--- src/wsdq_pkg.sv ---
// Shared types and constants of the wavelet slice dequantiser.
// Depends on nothing; every module of the block imports it.
package wsdq_pkg;

  localparam int CFG_IDX_W   = 3;
  localparam int CFG_DATA_W  = 13;
  localparam int CFG_DIM_W   = 7;
  localparam int DEPTH_W     = 3;
  localparam int STRIDE_W    = 13;
  localparam int SUBBAND_W   = 4;
  localparam int FACTOR_W    = 31;
  localparam int COEF_W      = 32;
  localparam int SAMPLE_W    = 32;
  localparam int POS_W       = 7;
  localparam int COL_W       = 6;
  localparam int ADDR_W      = 18;
  localparam int ROWPROD_W   = POS_W + STRIDE_W;
  localparam int IN_TDATA_W  = 104;
  localparam int OUT_TDATA_W = 64;
  localparam int Q_DEPTH     = 2;

  localparam logic [CFG_IDX_W-1:0] REG_NUM_COLS   = 3'd0;
  localparam logic [CFG_IDX_W-1:0] REG_NUM_ROWS   = 3'd1;
  localparam logic [CFG_IDX_W-1:0] REG_DEPTH      = 3'd2;
  localparam logic [CFG_IDX_W-1:0] REG_ROW_STRIDE = 3'd3;
  localparam logic [CFG_IDX_W-1:0] REG_NARROW     = 3'd4;

  localparam logic OP_LOAD  = 1'b0;
  localparam logic OP_COEF  = 1'b1;

  typedef struct packed {
    logic [CFG_DIM_W-1:0] num_cols;
    logic [CFG_DIM_W-1:0] num_rows;
    logic [DEPTH_W-1:0]   transform_depth;
    logic [STRIDE_W-1:0]  row_stride;
    logic                 narrow_samples;
  } cfg_t;

  typedef struct packed {
    logic [COEF_W-1:0]   coef;
    logic [FACTOR_W-1:0] factor;
    logic [FACTOR_W-1:0] offset;
    logic [POS_W-1:0]    col;
    logic [POS_W-1:0]    row;
    logic                last;
  } fe_item_t;

  typedef struct packed {
    logic [SAMPLE_W-1:0] sample;
    logic [COL_W-1:0]    column;
    logic [COL_W-1:0]    row;
    logic [ADDR_W-1:0]   address;
    logic                last;
  } out_item_t;

endpackage

--- src/wsdq_front.sv ---
// Front end: accepts beats, loads the quantiser tables, tracks the slice position.
// Depends on wsdq_pkg; feeds wsdq_queue.
module wsdq_front import wsdq_pkg::*; #(
  parameter int MAX_SLICE_DIM = 64,
  parameter int MAX_DEPTH     = 4
) (
  input  logic                 clk,
  input  logic                 rst_n,
  input  cfg_t                 cfg,
  input  logic                 restart,
  input  logic                 in_valid,
  output logic                 in_ready,
  input  logic                 in_op,
  input  logic [SUBBAND_W-1:0] in_subband,
  input  logic [FACTOR_W-1:0]  in_factor,
  input  logic [FACTOR_W-1:0]  in_offset,
  input  logic [COEF_W-1:0]    in_coef,
  input  logic                 q_full,
  output logic                 q_push,
  output fe_item_t             q_item
);

  localparam int TABLE_SIZE = 3 * MAX_DEPTH + 1;
  localparam int TB_W       = $clog2(TABLE_SIZE);
  localparam int SB_EXT     = (SUBBAND_W > TB_W) ? SUBBAND_W : TB_W + 1;
  localparam int DIM_W      = $clog2(MAX_SLICE_DIM + 1);
  localparam int A_W        = (DIM_W > CFG_DIM_W) ? DIM_W : CFG_DIM_W;
  localparam int CMP_W      = ((A_W > MAX_DEPTH + 1) ? A_W : MAX_DEPTH + 1) + 1;

  logic [FACTOR_W-1:0] factor_tab [TABLE_SIZE];
  logic [FACTOR_W-1:0] offset_tab [TABLE_SIZE];

  logic [TB_W-1:0]  band_r, band_nxt;
  logic [POS_W-1:0] col_r, col_nxt;
  logic [POS_W-1:0] row_r, row_nxt;

  logic [CMP_W-1:0]   w_eff, h_eff;
  logic [DEPTH_W-1:0] d_eff;
  logic [CMP_W-1:0]   step_a [TABLE_SIZE];
  logic [CMP_W-1:0]   x0_a [TABLE_SIZE];
  logic [CMP_W-1:0]   y0_a [TABLE_SIZE];
  logic [TABLE_SIZE-1:0] nonempty;

  logic [CMP_W-1:0] col_sum, row_sum;
  logic             last;
  logic             accept;
  logic [SB_EXT-1:0] sb_ext;

  assign in_ready = !q_full;
  assign accept   = in_valid && in_ready;
  assign q_push   = accept && (in_op == OP_COEF);
  assign sb_ext   = SB_EXT'(in_subband);

  always_comb begin
    w_eff = CMP_W'(cfg.num_cols);
    if (w_eff == '0) begin
      w_eff = CMP_W'(1);
    end else if (w_eff > CMP_W'(MAX_SLICE_DIM)) begin
      w_eff = CMP_W'(MAX_SLICE_DIM);
    end
    h_eff = CMP_W'(cfg.num_rows);
    if (h_eff == '0) begin
      h_eff = CMP_W'(1);
    end else if (h_eff > CMP_W'(MAX_SLICE_DIM)) begin
      h_eff = CMP_W'(MAX_SLICE_DIM);
    end
    d_eff = (cfg.transform_depth > DEPTH_W'(MAX_DEPTH)) ? DEPTH_W'(MAX_DEPTH)
                                                         : cfg.transform_depth;
  end

  for (genvar j = 0; j < TABLE_SIZE; j++) begin : g_band
    localparam int LV = (j == 0) ? 0 : ((j - 1) / 3 + 1);
    localparam int OR = (j == 0) ? 0 : ((j - 1) % 3 + 1);
    logic [CMP_W-1:0] half;
    always_comb begin
      if (j == 0) begin
        step_a[j] = CMP_W'(1) << d_eff;
        half      = '0;
        x0_a[j]   = '0;
        y0_a[j]   = '0;
        nonempty[j] = 1'b0;
      end else begin
        step_a[j] = CMP_W'(1) << (d_eff + DEPTH_W'(1) - DEPTH_W'(LV));
        half      = step_a[j] >> 1;
        x0_a[j]   = ((OR % 2) == 1) ? half : '0;
        y0_a[j]   = (OR >= 2) ? half : '0;
        nonempty[j] = (DEPTH_W'(LV) <= d_eff) && (x0_a[j] < w_eff) && (y0_a[j] < h_eff);
      end
    end
  end

  always_comb begin
    logic            found;
    logic [TB_W-1:0] next_band;
    found     = 1'b0;
    next_band = '0;
    for (int j = TABLE_SIZE - 1; j >= 0; j--) begin
      if (nonempty[j] && (TB_W'(j) > band_r)) begin
        found     = 1'b1;
        next_band = TB_W'(j);
      end
    end
    col_sum  = CMP_W'(col_r) + step_a[band_r];
    row_sum  = CMP_W'(row_r) + step_a[band_r];
    band_nxt = band_r;
    col_nxt  = col_r;
    row_nxt  = row_r;
    last     = 1'b0;
    if (col_sum < w_eff) begin
      col_nxt = POS_W'(col_sum);
    end else if (row_sum < h_eff) begin
      col_nxt = POS_W'(x0_a[band_r]);
      row_nxt = POS_W'(row_sum);
    end else if (found) begin
      band_nxt = next_band;
      col_nxt  = POS_W'(x0_a[next_band]);
      row_nxt  = POS_W'(y0_a[next_band]);
    end else begin
      band_nxt = '0;
      col_nxt  = '0;
      row_nxt  = '0;
      last     = 1'b1;
    end
  end

  always_comb begin
    q_item.coef   = in_coef;
    q_item.factor = factor_tab[band_r];
    q_item.offset = offset_tab[band_r];
    q_item.col    = col_r;
    q_item.row    = row_r;
    q_item.last   = last;
  end

  always_ff @(posedge clk) begin
    if (accept && (in_op == OP_LOAD) && (sb_ext < SB_EXT'(TABLE_SIZE))) begin
      factor_tab[sb_ext[TB_W-1:0]] <= in_factor;
      offset_tab[sb_ext[TB_W-1:0]] <= in_offset;
    end
  end

  always_ff @(posedge clk) begin
    if (!rst_n || restart) begin
      band_r <= '0;
      col_r  <= '0;
      row_r  <= '0;
    end else if (q_push) begin
      band_r <= band_nxt;
      col_r  <= col_nxt;
      row_r  <= row_nxt;
    end
  end

endmodule

--- src/wsdq_queue.sv ---
// Short queue between the front end and the arithmetic back end.
// Depends on wsdq_pkg for the entry type and depth.
module wsdq_queue import wsdq_pkg::*; (
  input  logic     clk,
  input  logic     rst_n,
  input  logic     push,
  input  fe_item_t push_item,
  output logic     full,
  input  logic     pop,
  output logic     pop_valid,
  output fe_item_t pop_item
);

  localparam int PTR_W = (Q_DEPTH > 1) ? $clog2(Q_DEPTH) : 1;
  localparam int CNT_W = $clog2(Q_DEPTH + 1);

  fe_item_t         mem [Q_DEPTH];
  logic [PTR_W-1:0] wr_ptr_r, rd_ptr_r;
  logic [CNT_W-1:0] count_r;
  logic             do_push, do_pop;

  assign full      = (count_r == CNT_W'(Q_DEPTH));
  assign pop_valid = (count_r != '0);
  assign pop_item  = mem[rd_ptr_r];
  assign do_push   = push && !full;
  assign do_pop    = pop && pop_valid;

  always_ff @(posedge clk) begin
    if (do_push) begin
      mem[wr_ptr_r] <= push_item;
    end
  end

  always_ff @(posedge clk) begin
    if (!rst_n) begin
      wr_ptr_r <= '0;
      rd_ptr_r <= '0;
      count_r  <= '0;
    end else begin
      if (do_push) begin
        wr_ptr_r <= (wr_ptr_r == PTR_W'(Q_DEPTH - 1)) ? '0 : wr_ptr_r + PTR_W'(1);
      end
      if (do_pop) begin
        rd_ptr_r <= (rd_ptr_r == PTR_W'(Q_DEPTH - 1)) ? '0 : rd_ptr_r + PTR_W'(1);
      end
      if (do_push && !do_pop) begin
        count_r <= count_r + CNT_W'(1);
      end else if (do_pop && !do_push) begin
        count_r <= count_r - CNT_W'(1);
      end
    end
  end

endmodule

--- src/wsdq_back.sv ---
// Back end: multiply, offset, shift and sign restore, buffer address, output register.
// Depends on wsdq_pkg; drains wsdq_queue.
module wsdq_back import wsdq_pkg::*; (
  input  logic      clk,
  input  logic      rst_n,
  input  cfg_t      cfg,
  input  logic      q_valid,
  input  fe_item_t  q_item,
  output logic      q_pop,
  output logic      out_valid,
  input  logic      out_ready,
  output out_item_t out_item
);

  logic                 advance;
  logic [COEF_W-1:0]    mag;
  logic [COEF_W-1:0]    prod;

  logic                 s1_valid_r;
  logic [COEF_W-1:0]    s1_prod_r;
  logic [FACTOR_W-1:0]  s1_offset_r;
  logic                 s1_neg_r;
  logic                 s1_zero_r;
  logic [POS_W-1:0]     s1_col_r;
  logic [POS_W-1:0]     s1_row_r;
  logic                 s1_last_r;
  logic [ROWPROD_W-1:0] s1_rowprod_r;

  logic                 out_valid_r;
  out_item_t            out_item_r, out_item_nxt;

  logic [SAMPLE_W-1:0]  sum, shr, val;

  assign advance   = !out_valid_r || out_ready;
  assign q_pop     = q_valid && advance;
  assign out_valid = out_valid_r;
  assign out_item  = out_item_r;

  assign mag  = q_item.coef[COEF_W-1] ? (~q_item.coef + COEF_W'(1)) : q_item.coef;
  assign prod = mag * {1'b0, q_item.factor};

  always_comb begin
    sum = s1_prod_r + {1'b0, s1_offset_r};
    shr = {{2{sum[SAMPLE_W-1]}}, sum[SAMPLE_W-1:2]};
    if (s1_zero_r) begin
      val = '0;
    end else if (s1_neg_r) begin
      val = ~shr + SAMPLE_W'(1);
    end else begin
      val = shr;
    end
    if (cfg.narrow_samples) begin
      val = {{16{val[15]}}, val[15:0]};
    end
    out_item_nxt.sample  = val;
    out_item_nxt.column  = s1_col_r[COL_W-1:0];
    out_item_nxt.row     = s1_row_r[COL_W-1:0];
    out_item_nxt.address = ADDR_W'(s1_rowprod_r + ROWPROD_W'(s1_col_r));
    out_item_nxt.last    = s1_last_r;
  end

  always_ff @(posedge clk) begin
    if (advance) begin
      s1_prod_r    <= prod;
      s1_offset_r  <= q_item.offset;
      s1_neg_r     <= q_item.coef[COEF_W-1];
      s1_zero_r    <= (q_item.coef == '0);
      s1_col_r     <= q_item.col;
      s1_row_r     <= q_item.row;
      s1_last_r    <= q_item.last;
      s1_rowprod_r <= ROWPROD_W'(q_item.row) * ROWPROD_W'(cfg.row_stride);
      out_item_r   <= out_item_nxt;
    end
  end

  always_ff @(posedge clk) begin
    if (!rst_n) begin
      s1_valid_r  <= 1'b0;
      out_valid_r <= 1'b0;
    end else if (advance) begin
      s1_valid_r  <= q_valid;
      out_valid_r <= s1_valid_r;
    end
  end

endmodule

--- src/wavelet_slice_dequantiser_core.sv ---
// Top level of the wavelet slice dequantiser: configuration registers and the
// front end, queue and back end. Depends on wsdq_pkg, wsdq_front, wsdq_queue, wsdq_back.
//
// Usage:
//   in_*   : stream of beats. in_tuser = 0 loads the factor and offset of one
//            subband; in_tuser = 1 carries one coefficient of the slice, in
//            subband order. Load beats give no output.
//   out_*  : one beat per coefficient with the dequantised sample, its column,
//            row and buffer address; out_tlast marks the slice's final one.
//   cfg_*  : register writes, to be made only while the block is idle, though the block
//            does not enforce it; a write to a listed register restarts the slice position.
// An accepted coefficient passes the queue, the back-end stage register and the
// output register. Throughput is one beat per cycle while out_tready is high, set by
// the position update in the front end and the one-stage multiplier in the back end.
// Reset clears the position to the DC band at (0,0) and the registers to
// width 8, height 8, depth 2, stride 64, wide samples; the subband tables hold
// nothing until loaded. When out_tready is low the output beat holds, the
// back end stops, the two-entry queue fills and then in_tready falls.
module wavelet_slice_dequantiser_core import wsdq_pkg::*; #(
  parameter int MAX_SLICE_DIM = 64,
  parameter int MAX_DEPTH     = 4
) (
  input  logic                   clk,
  input  logic                   rst_n,
  input  logic                   in_tvalid,
  output logic                   in_tready,
  // subband[3:0], quant_factor[34:4], quant_offset[65:35], coefficient[97:66]
  input  logic [IN_TDATA_W-1:0]  in_tdata,
  // op
  input  logic                   in_tuser,
  output logic                   out_tvalid,
  input  logic                   out_tready,
  // sample[31:0], column[37:32], row[43:38], address[61:44]
  output logic [OUT_TDATA_W-1:0] out_tdata,
  output logic                   out_tlast,
  input  logic                   cfg_wr_en,
  input  logic [CFG_IDX_W-1:0]   cfg_index,
  input  logic [CFG_DATA_W-1:0]  cfg_wdata
);

  cfg_t      cfg_r;
  logic      restart;
  logic      q_push, q_full, q_pop, q_valid;
  fe_item_t  q_in_item, q_out_item;
  out_item_t out_item;

  always_comb begin
    case (cfg_index)
      REG_NUM_COLS, REG_NUM_ROWS, REG_DEPTH, REG_ROW_STRIDE, REG_NARROW:
        restart = cfg_wr_en;
      default: restart = 1'b0;
    endcase
  end

  always_ff @(posedge clk) begin
    if (!rst_n) begin
      cfg_r.num_cols        <= CFG_DIM_W'(8);
      cfg_r.num_rows        <= CFG_DIM_W'(8);
      cfg_r.transform_depth <= DEPTH_W'(2);
      cfg_r.row_stride      <= STRIDE_W'(64);
      cfg_r.narrow_samples  <= 1'b0;
    end else if (cfg_wr_en) begin
      case (cfg_index)
        REG_NUM_COLS:   cfg_r.num_cols        <= cfg_wdata[CFG_DIM_W-1:0];
        REG_NUM_ROWS:   cfg_r.num_rows        <= cfg_wdata[CFG_DIM_W-1:0];
        REG_DEPTH:      cfg_r.transform_depth <= cfg_wdata[DEPTH_W-1:0];
        REG_ROW_STRIDE: cfg_r.row_stride      <= cfg_wdata[STRIDE_W-1:0];
        REG_NARROW:     cfg_r.narrow_samples  <= cfg_wdata[0];
        default: ;
      endcase
    end
  end

  wsdq_front #(
    .MAX_SLICE_DIM(MAX_SLICE_DIM),
    .MAX_DEPTH    (MAX_DEPTH)
  ) u_front (
    .clk        (clk),
    .rst_n      (rst_n),
    .cfg        (cfg_r),
    .restart    (restart),
    .in_valid   (in_tvalid),
    .in_ready   (in_tready),
    .in_op      (in_tuser),
    .in_subband (in_tdata[3:0]),
    .in_factor  (in_tdata[34:4]),
    .in_offset  (in_tdata[65:35]),
    .in_coef    (in_tdata[97:66]),
    .q_full     (q_full),
    .q_push     (q_push),
    .q_item     (q_in_item)
  );

  wsdq_queue u_queue (
    .clk       (clk),
    .rst_n     (rst_n),
    .push      (q_push),
    .push_item (q_in_item),
    .full      (q_full),
    .pop       (q_pop),
    .pop_valid (q_valid),
    .pop_item  (q_out_item)
  );

  wsdq_back u_back (
    .clk       (clk),
    .rst_n     (rst_n),
    .cfg       (cfg_r),
    .q_valid   (q_valid),
    .q_item    (q_out_item),
    .q_pop     (q_pop),
    .out_valid (out_tvalid),
    .out_ready (out_tready),
    .out_item  (out_item)
  );

  assign out_tdata = {2'b00, out_item.address, out_item.row, out_item.column, out_item.sample};
  assign out_tlast = out_item.last;

endmodule

--- config.mk ---
export PLATFORM = sky130hd
export DESIGN_NAME = wavelet_slice_dequantiser_core
export DESIGN_NICKNAME = d
export VERILOG_FILES = /design/src/wsdq_pkg.sv /design/src/wsdq_front.sv /design/src/wsdq_queue.sv /design/src/wsdq_back.sv /design/src/wavelet_slice_dequantiser_core.sv
export SDC_FILE = /design/constraint.sdc
export NUM_CORES = 2
export LEC_CHECK = 0
export BUFFER_PORTS_ARGS = -buffer_cell sky130_fd_sc_hd__buf_2
export CAP_MARGIN = 15
export CORE_MARGIN = 1.5
export CORE_UTILIZATION = 60
export CTS_CLUSTER_DIAMETER = 150
export DETAILED_ROUTE_END_ITERATION = 12
export GPL_TIMING_DRIVEN = 0
export HOLD_SLACK_MARGIN = 0.05
export MAX_ROUTING_LAYER = met4
export PLACE_DENSITY = 0.77
export SETUP_SLACK_MARGIN = 0.1
export SYNTH_ARGS = -nofsm -noshare
export SYNTH_HDL_FRONTEND = slang
export SYNTH_SLANG_ARGS = --single-unit
--- constraint.sdc ---
create_clock -name clk -period 14.26 [get_ports clk]
set_input_delay 0 -clock clk [delete_from_list [all_inputs] [get_ports clk]]
set_output_delay 0 -clock clk [all_outputs]
set_load 0.01 [all_outputs]
==> results summary <==
The run finished with clean final reports. The total number of vias came out at 46730. The initial standard-cell utilization of the core came out at 60.73%. Setup violations remaining at the end of the flow were counted as 0. The finished cells cover 80510 sq um. After global routing the overflow that remains totals 0. The layout net count is 6629. The arrival time of data at the critical path endpoint is 14.44 ns. The weighted congestion at the end of routability-driven global placement is 1.034.

The worst setup slack for register-to-register paths came out at 0.32 ns. Setup repair after global routing left no endpoint under its margin. The path depth of the worst reg2reg path is 42.

The adder-cell area share of the yosys netlist is 17.98%. The number of port buffers is 184. Entering global routing, the biggest net connects 101 pins. For this run, the leading register cell type out of synthesis is sky130_fd_sc_hd__edfxtp_1. The height of the die is 346.6 um. The fraction of the mapped netlist area in compound gates is 6.023%. After Yosys synthesis, XOR and XNOR cells account for 2.981% of the synthesized area.

In this run, synthesis produced a sequential element count of 1244. The number of synthesized flops with an enable pin is 1184. The largest driver fanout on the critical path is 19. The minimum setup slack in the final design is 0.3218 ns. The cell area that synthesis handed to floorplanning was 70850 sq um. Headroom to the max-slew limit came out at 19.23%. By instance count, the cell type seen most on the critical path is sky130_fd_sc_hd__xnor2_1. The critical path is of the reg2reg type. The wire length after detailed routing is 206300 um. Measured against the total synthesized area, the mux share comes to 9.347%. The max-slew violation count is 0. The post-synthesis sequential area ratio is 51.87%. STA classifies the critical path startpoint as a register.

The number of buffers added by the clock tree synthesis step is 119. For the final database, setup skew stands at 0.1068 ns. The placed wire-length estimate after detailed placement is 144000 um. The final critical path takes up 97.74% of the cycle. The TritonCTS clock tree is done. Excluding fillers, the count of instances in the completed layout stands at 7411. The remaining antenna violation count came out at 0. The synthesized netlist devotes 7.697% of its cell area to simple gates. The total I/O pin count is 193. The clock drives 1244 sinks. The largest total area in the synthesized netlist belongs to sky130_fd_sc_hd__edfxtp_1. The library cell used as clock root buffer is sky130_fd_sc_hd__clkbuf_16. The via count of the first global-routing pass is 47481. The synthesized area per cell is 13.57 sq um.

The final hold violation count is 0. The Yosys step of the flow raised 0 warnings. Dividing the detail-routed via count by the number of cells gives 6.305. The cell count after synthesis came out at 5223.

The max-capacitance violation count came out at 0. In the post-synthesis netlist, the biggest area contributors are sky130_fd_sc_hd__edfxtp_1 50%, sky130_fd_sc_hd__fa_1 13%, sky130_fd_sc_hd__mux4_2 6.7%. The H-tree was split into 3 levels.

The path class of the tightest hold or removal check is in2reg. The share of layout cells above drive strength 1 came out at 13.74%. The first global-routing pass estimated 302700 um of wire. The buffer levels on the longest clock path is 3. The chip width is 346.6 um. The floorplan step defined a die boundary enclosing 120200 sq um. The worst hold path was traced through 4 stages. The clock latency reported for the late side of the worst-skew pair came out at 0.79 ns. For this run, the share of the core covered by cells in the final layout is 69.00%. The average detailed-routed wire length per instance came out at 27.84 um. The placed cell count came out at 6994. The required time reported for the critical path endpoint is 14.76 ns.

The slowest stage of the critical path belongs to the cell sky130_fd_sc_hd__clkbuf_1. The overall global routing resource usage came out at 35.33%. Counting flops with an async set or reset pin after synthesis yields a share of 0%. The number of search-and-repair iterations in the first detailed-routing pass is 8. The main combinational cell family by area after synthesis is adder cells. For this block, the initial DRC count from the detailed router was 5176. The clock edge transition at the registers on the reported setup and hold paths came out at 0.07 ns. The end point of the critical path is u_back.s1_prod_r[31]. The portion of synthesized cell area occupied by the leading cell type came out at 50.18%. The largest single stage delay on the critical path is 0.83 ns. The number of antenna violations at the first check in global routing is 25. From synthesis to final layout, the design area changed by 13.62%. After floorplanning, the core was sized to cover 116700 sq um. The minimum clock period is 13.94 ns. The worst setup path is captured at a register. The number of unique standard cell types used by synthesis came out at 99. The DRC violation count after routing is 0. The endpoint identified for the worst register-to-register timing path is u_back.s1_prod_r[31]. At the placement stage, the worst setup path has a slack of -1.166 ns. After detailed placement, the total cell area comes to 74770 sq um. The highest achievable clock rate is 0.07175 GHz.

The floorplan row count is 125. The slew at the pin closest to its max-slew limit came out at 1.203 ns.
-- worst min path at each step --
| stage | from | to | slack, ns |
|---|---|---|---|
| 2_1_floorplan | in_tdata[4] | u_front.factor_tab[0][0] | 0.1 |
| 3_3_place_gp | in_tdata[74] | u_queue.mem[0][85] | 0.19 |
| 3_5_place_dp | in_tdata[72] | u_queue.mem[0][83] | 0.19 |
| 4_1_cts | cfg_wdata[6] | cfg_r[7] | 0.09 |
| 5_1_grt | in_tdata[88] | u_queue.mem[0][99] | 0.12 |
| 6_report | cfg_wdata[11] | cfg_r[12] | 0.12 |
-- repair_timing --
| action | in CTS | in global routing |
|---|---|---|
| setup buffers | 0 | 1 |
| endpoints found under the setup margin | 7 | 2 |
| cloned | 0 | 0 |
| resized for setup | 5 | 8 |
| hold buffers | 167 | 0 |
| endpoints found under the hold margin | 1051 | 0 |
| pin swaps | 0 | 1 |
-- kinds of logic (layout without fill, tap and decap cells) --
group | count (synthesis) | in the layout
compound gates | 629 | 629
xor+xnor | 227 | 227
fa+ha+maj | 739 | 739
buf+inv | 754 | 1395
flops | 1244 | 1244
mux | 388 | 388
other cells | 1 | 24
simple gates | 1241 | 1241
-- state kept, by name, summed over array words and instances, names as in the netlist, 2 cells and up, named ones only --
name                 flops
cfg_r                   31
u_back.out_item         63
u_back.s1_col_r          7
u_back.s1_offset_r      31
u_back.s1_prod_r        32
u_back.s1_row_r          6
u_back.s1_rowprod_r     18
u_front.band_r           4
u_front.col_r            7
u_front.factor_tab     403
u_front.offset_tab     403
u_front.row_r            7
u_queue.count_r          2
u_queue.mem            218
-- through the flow --
stage                     hold WS [ns]  setup TNS (ns)
after CTS                      0.08898               0
after global placement          0.1892          -3.422
after detailed placement        0.1931          -4.114
after global routing            0.1173               0
after floorplan                0.09887               0
final                           0.1183               0
-- cell type report --
cell class,instances,area (sq um)
inverter,544,2048
sequential,1244,36760
clock buffer,152,3162
clock inverter,70,705.7
multi-input combinational,3226,31410
antenna,22,55.05
buffer,208,854.6
timing repair buffer,421,3611
tap,1524,1907
fill,7786,36170
-- routing by layer --
metal | global-route usage (%) | share of wire (%)
met1 | 45.38 | 37
met3 | 6.702 | 9.6
met2 | 56.07 | 49
met5 | - | 0
met4 | 14.00 | 4.3
-- cell usage after synthesis (all sizes together), types with 53 or more instances --
library cell / instances
edfxtp: 1184
inv: 543
nand2: 512
fa: 465
nor2: 397
ha: 274
mux4: 211
a21oi: 158
clkbuf: 152
xnor2: 150
o21ai: 104
mux2i: 101
mux2: 76
xor2: 71
dfxtp: 60
buf: 58
nand3: 56
and2: 55
nor2b: 53
-- critical path: cells and delay by family (launching register included) --
kind / cells / cell delay [ns]
xor gates and xnor gates: 13 / 3.87
adders and majority gates: 9 / 3.82
buffers and inverters: 15 / 3.82
and+or+nand+nor: 3 / 0.73
muxes: 1 / 0.58
DFF: 1 / 0.45
AOI/OAI and AO/OA: 1 / 0.35
-- layout by cell type (no fill, tap or decap), types with 23 or more instances in the layout --
master,Yosys,layout
sky130_fd_sc_hd__o21a_1,23,23
sky130_fd_sc_hd__ha_1,274,274
sky130_fd_sc_hd__nor2_1,397,387
sky130_fd_sc_hd__buf_1,36,35
sky130_fd_sc_hd__dlygate4sd3_1,0,167
sky130_fd_sc_hd__mux2_2,76,76
sky130_fd_sc_hd__buf_6,5,33
sky130_fd_sc_hd__nand2b_1,28,28
sky130_fd_sc_hd__and2_1,52,51
sky130_fd_sc_hd__nor3_1,33,29
sky130_fd_sc_hd__clkinv_1,1,23
sky130_fd_sc_hd__nand3_1,56,56
sky130_fd_sc_hd__nand2_1,512,512
sky130_fd_sc_hd__nor2b_1,53,53
sky130_fd_sc_hd__mux2i_1,100,96
sky130_fd_sc_hd__mux4_2,211,211
sky130_fd_sc_hd__buf_2,12,196
sky130_fd_sc_hd__a21oi_1,158,158
sky130_fd_sc_hd__a211oi_1,45,45
sky130_fd_sc_hd__dfxtp_1,60,60
sky130_fd_sc_hd__fa_1,465,465
sky130_fd_sc_hd__o21bai_1,24,24
sky130_fd_sc_hd__xnor2_1,146,139
sky130_fd_sc_hd__edfxtp_1,1184,1184
sky130_fd_sc_hd__a21o_1,50,50
sky130_fd_sc_hd__xor2_1,71,67
sky130_fd_sc_hd__a21boi_0,35,35
sky130_fd_sc_hd__inv_1,541,540
sky130_fd_sc_hd__clkbuf_1,152,176
sky130_fd_sc_hd__clkbuf_16,0,119
sky130_fd_sc_hd__o21ai_0,98,98
Power is left out: the tool's default activity adds up to more than one toggle a clock period on the data nets, which glitch-free logic cannot reach.
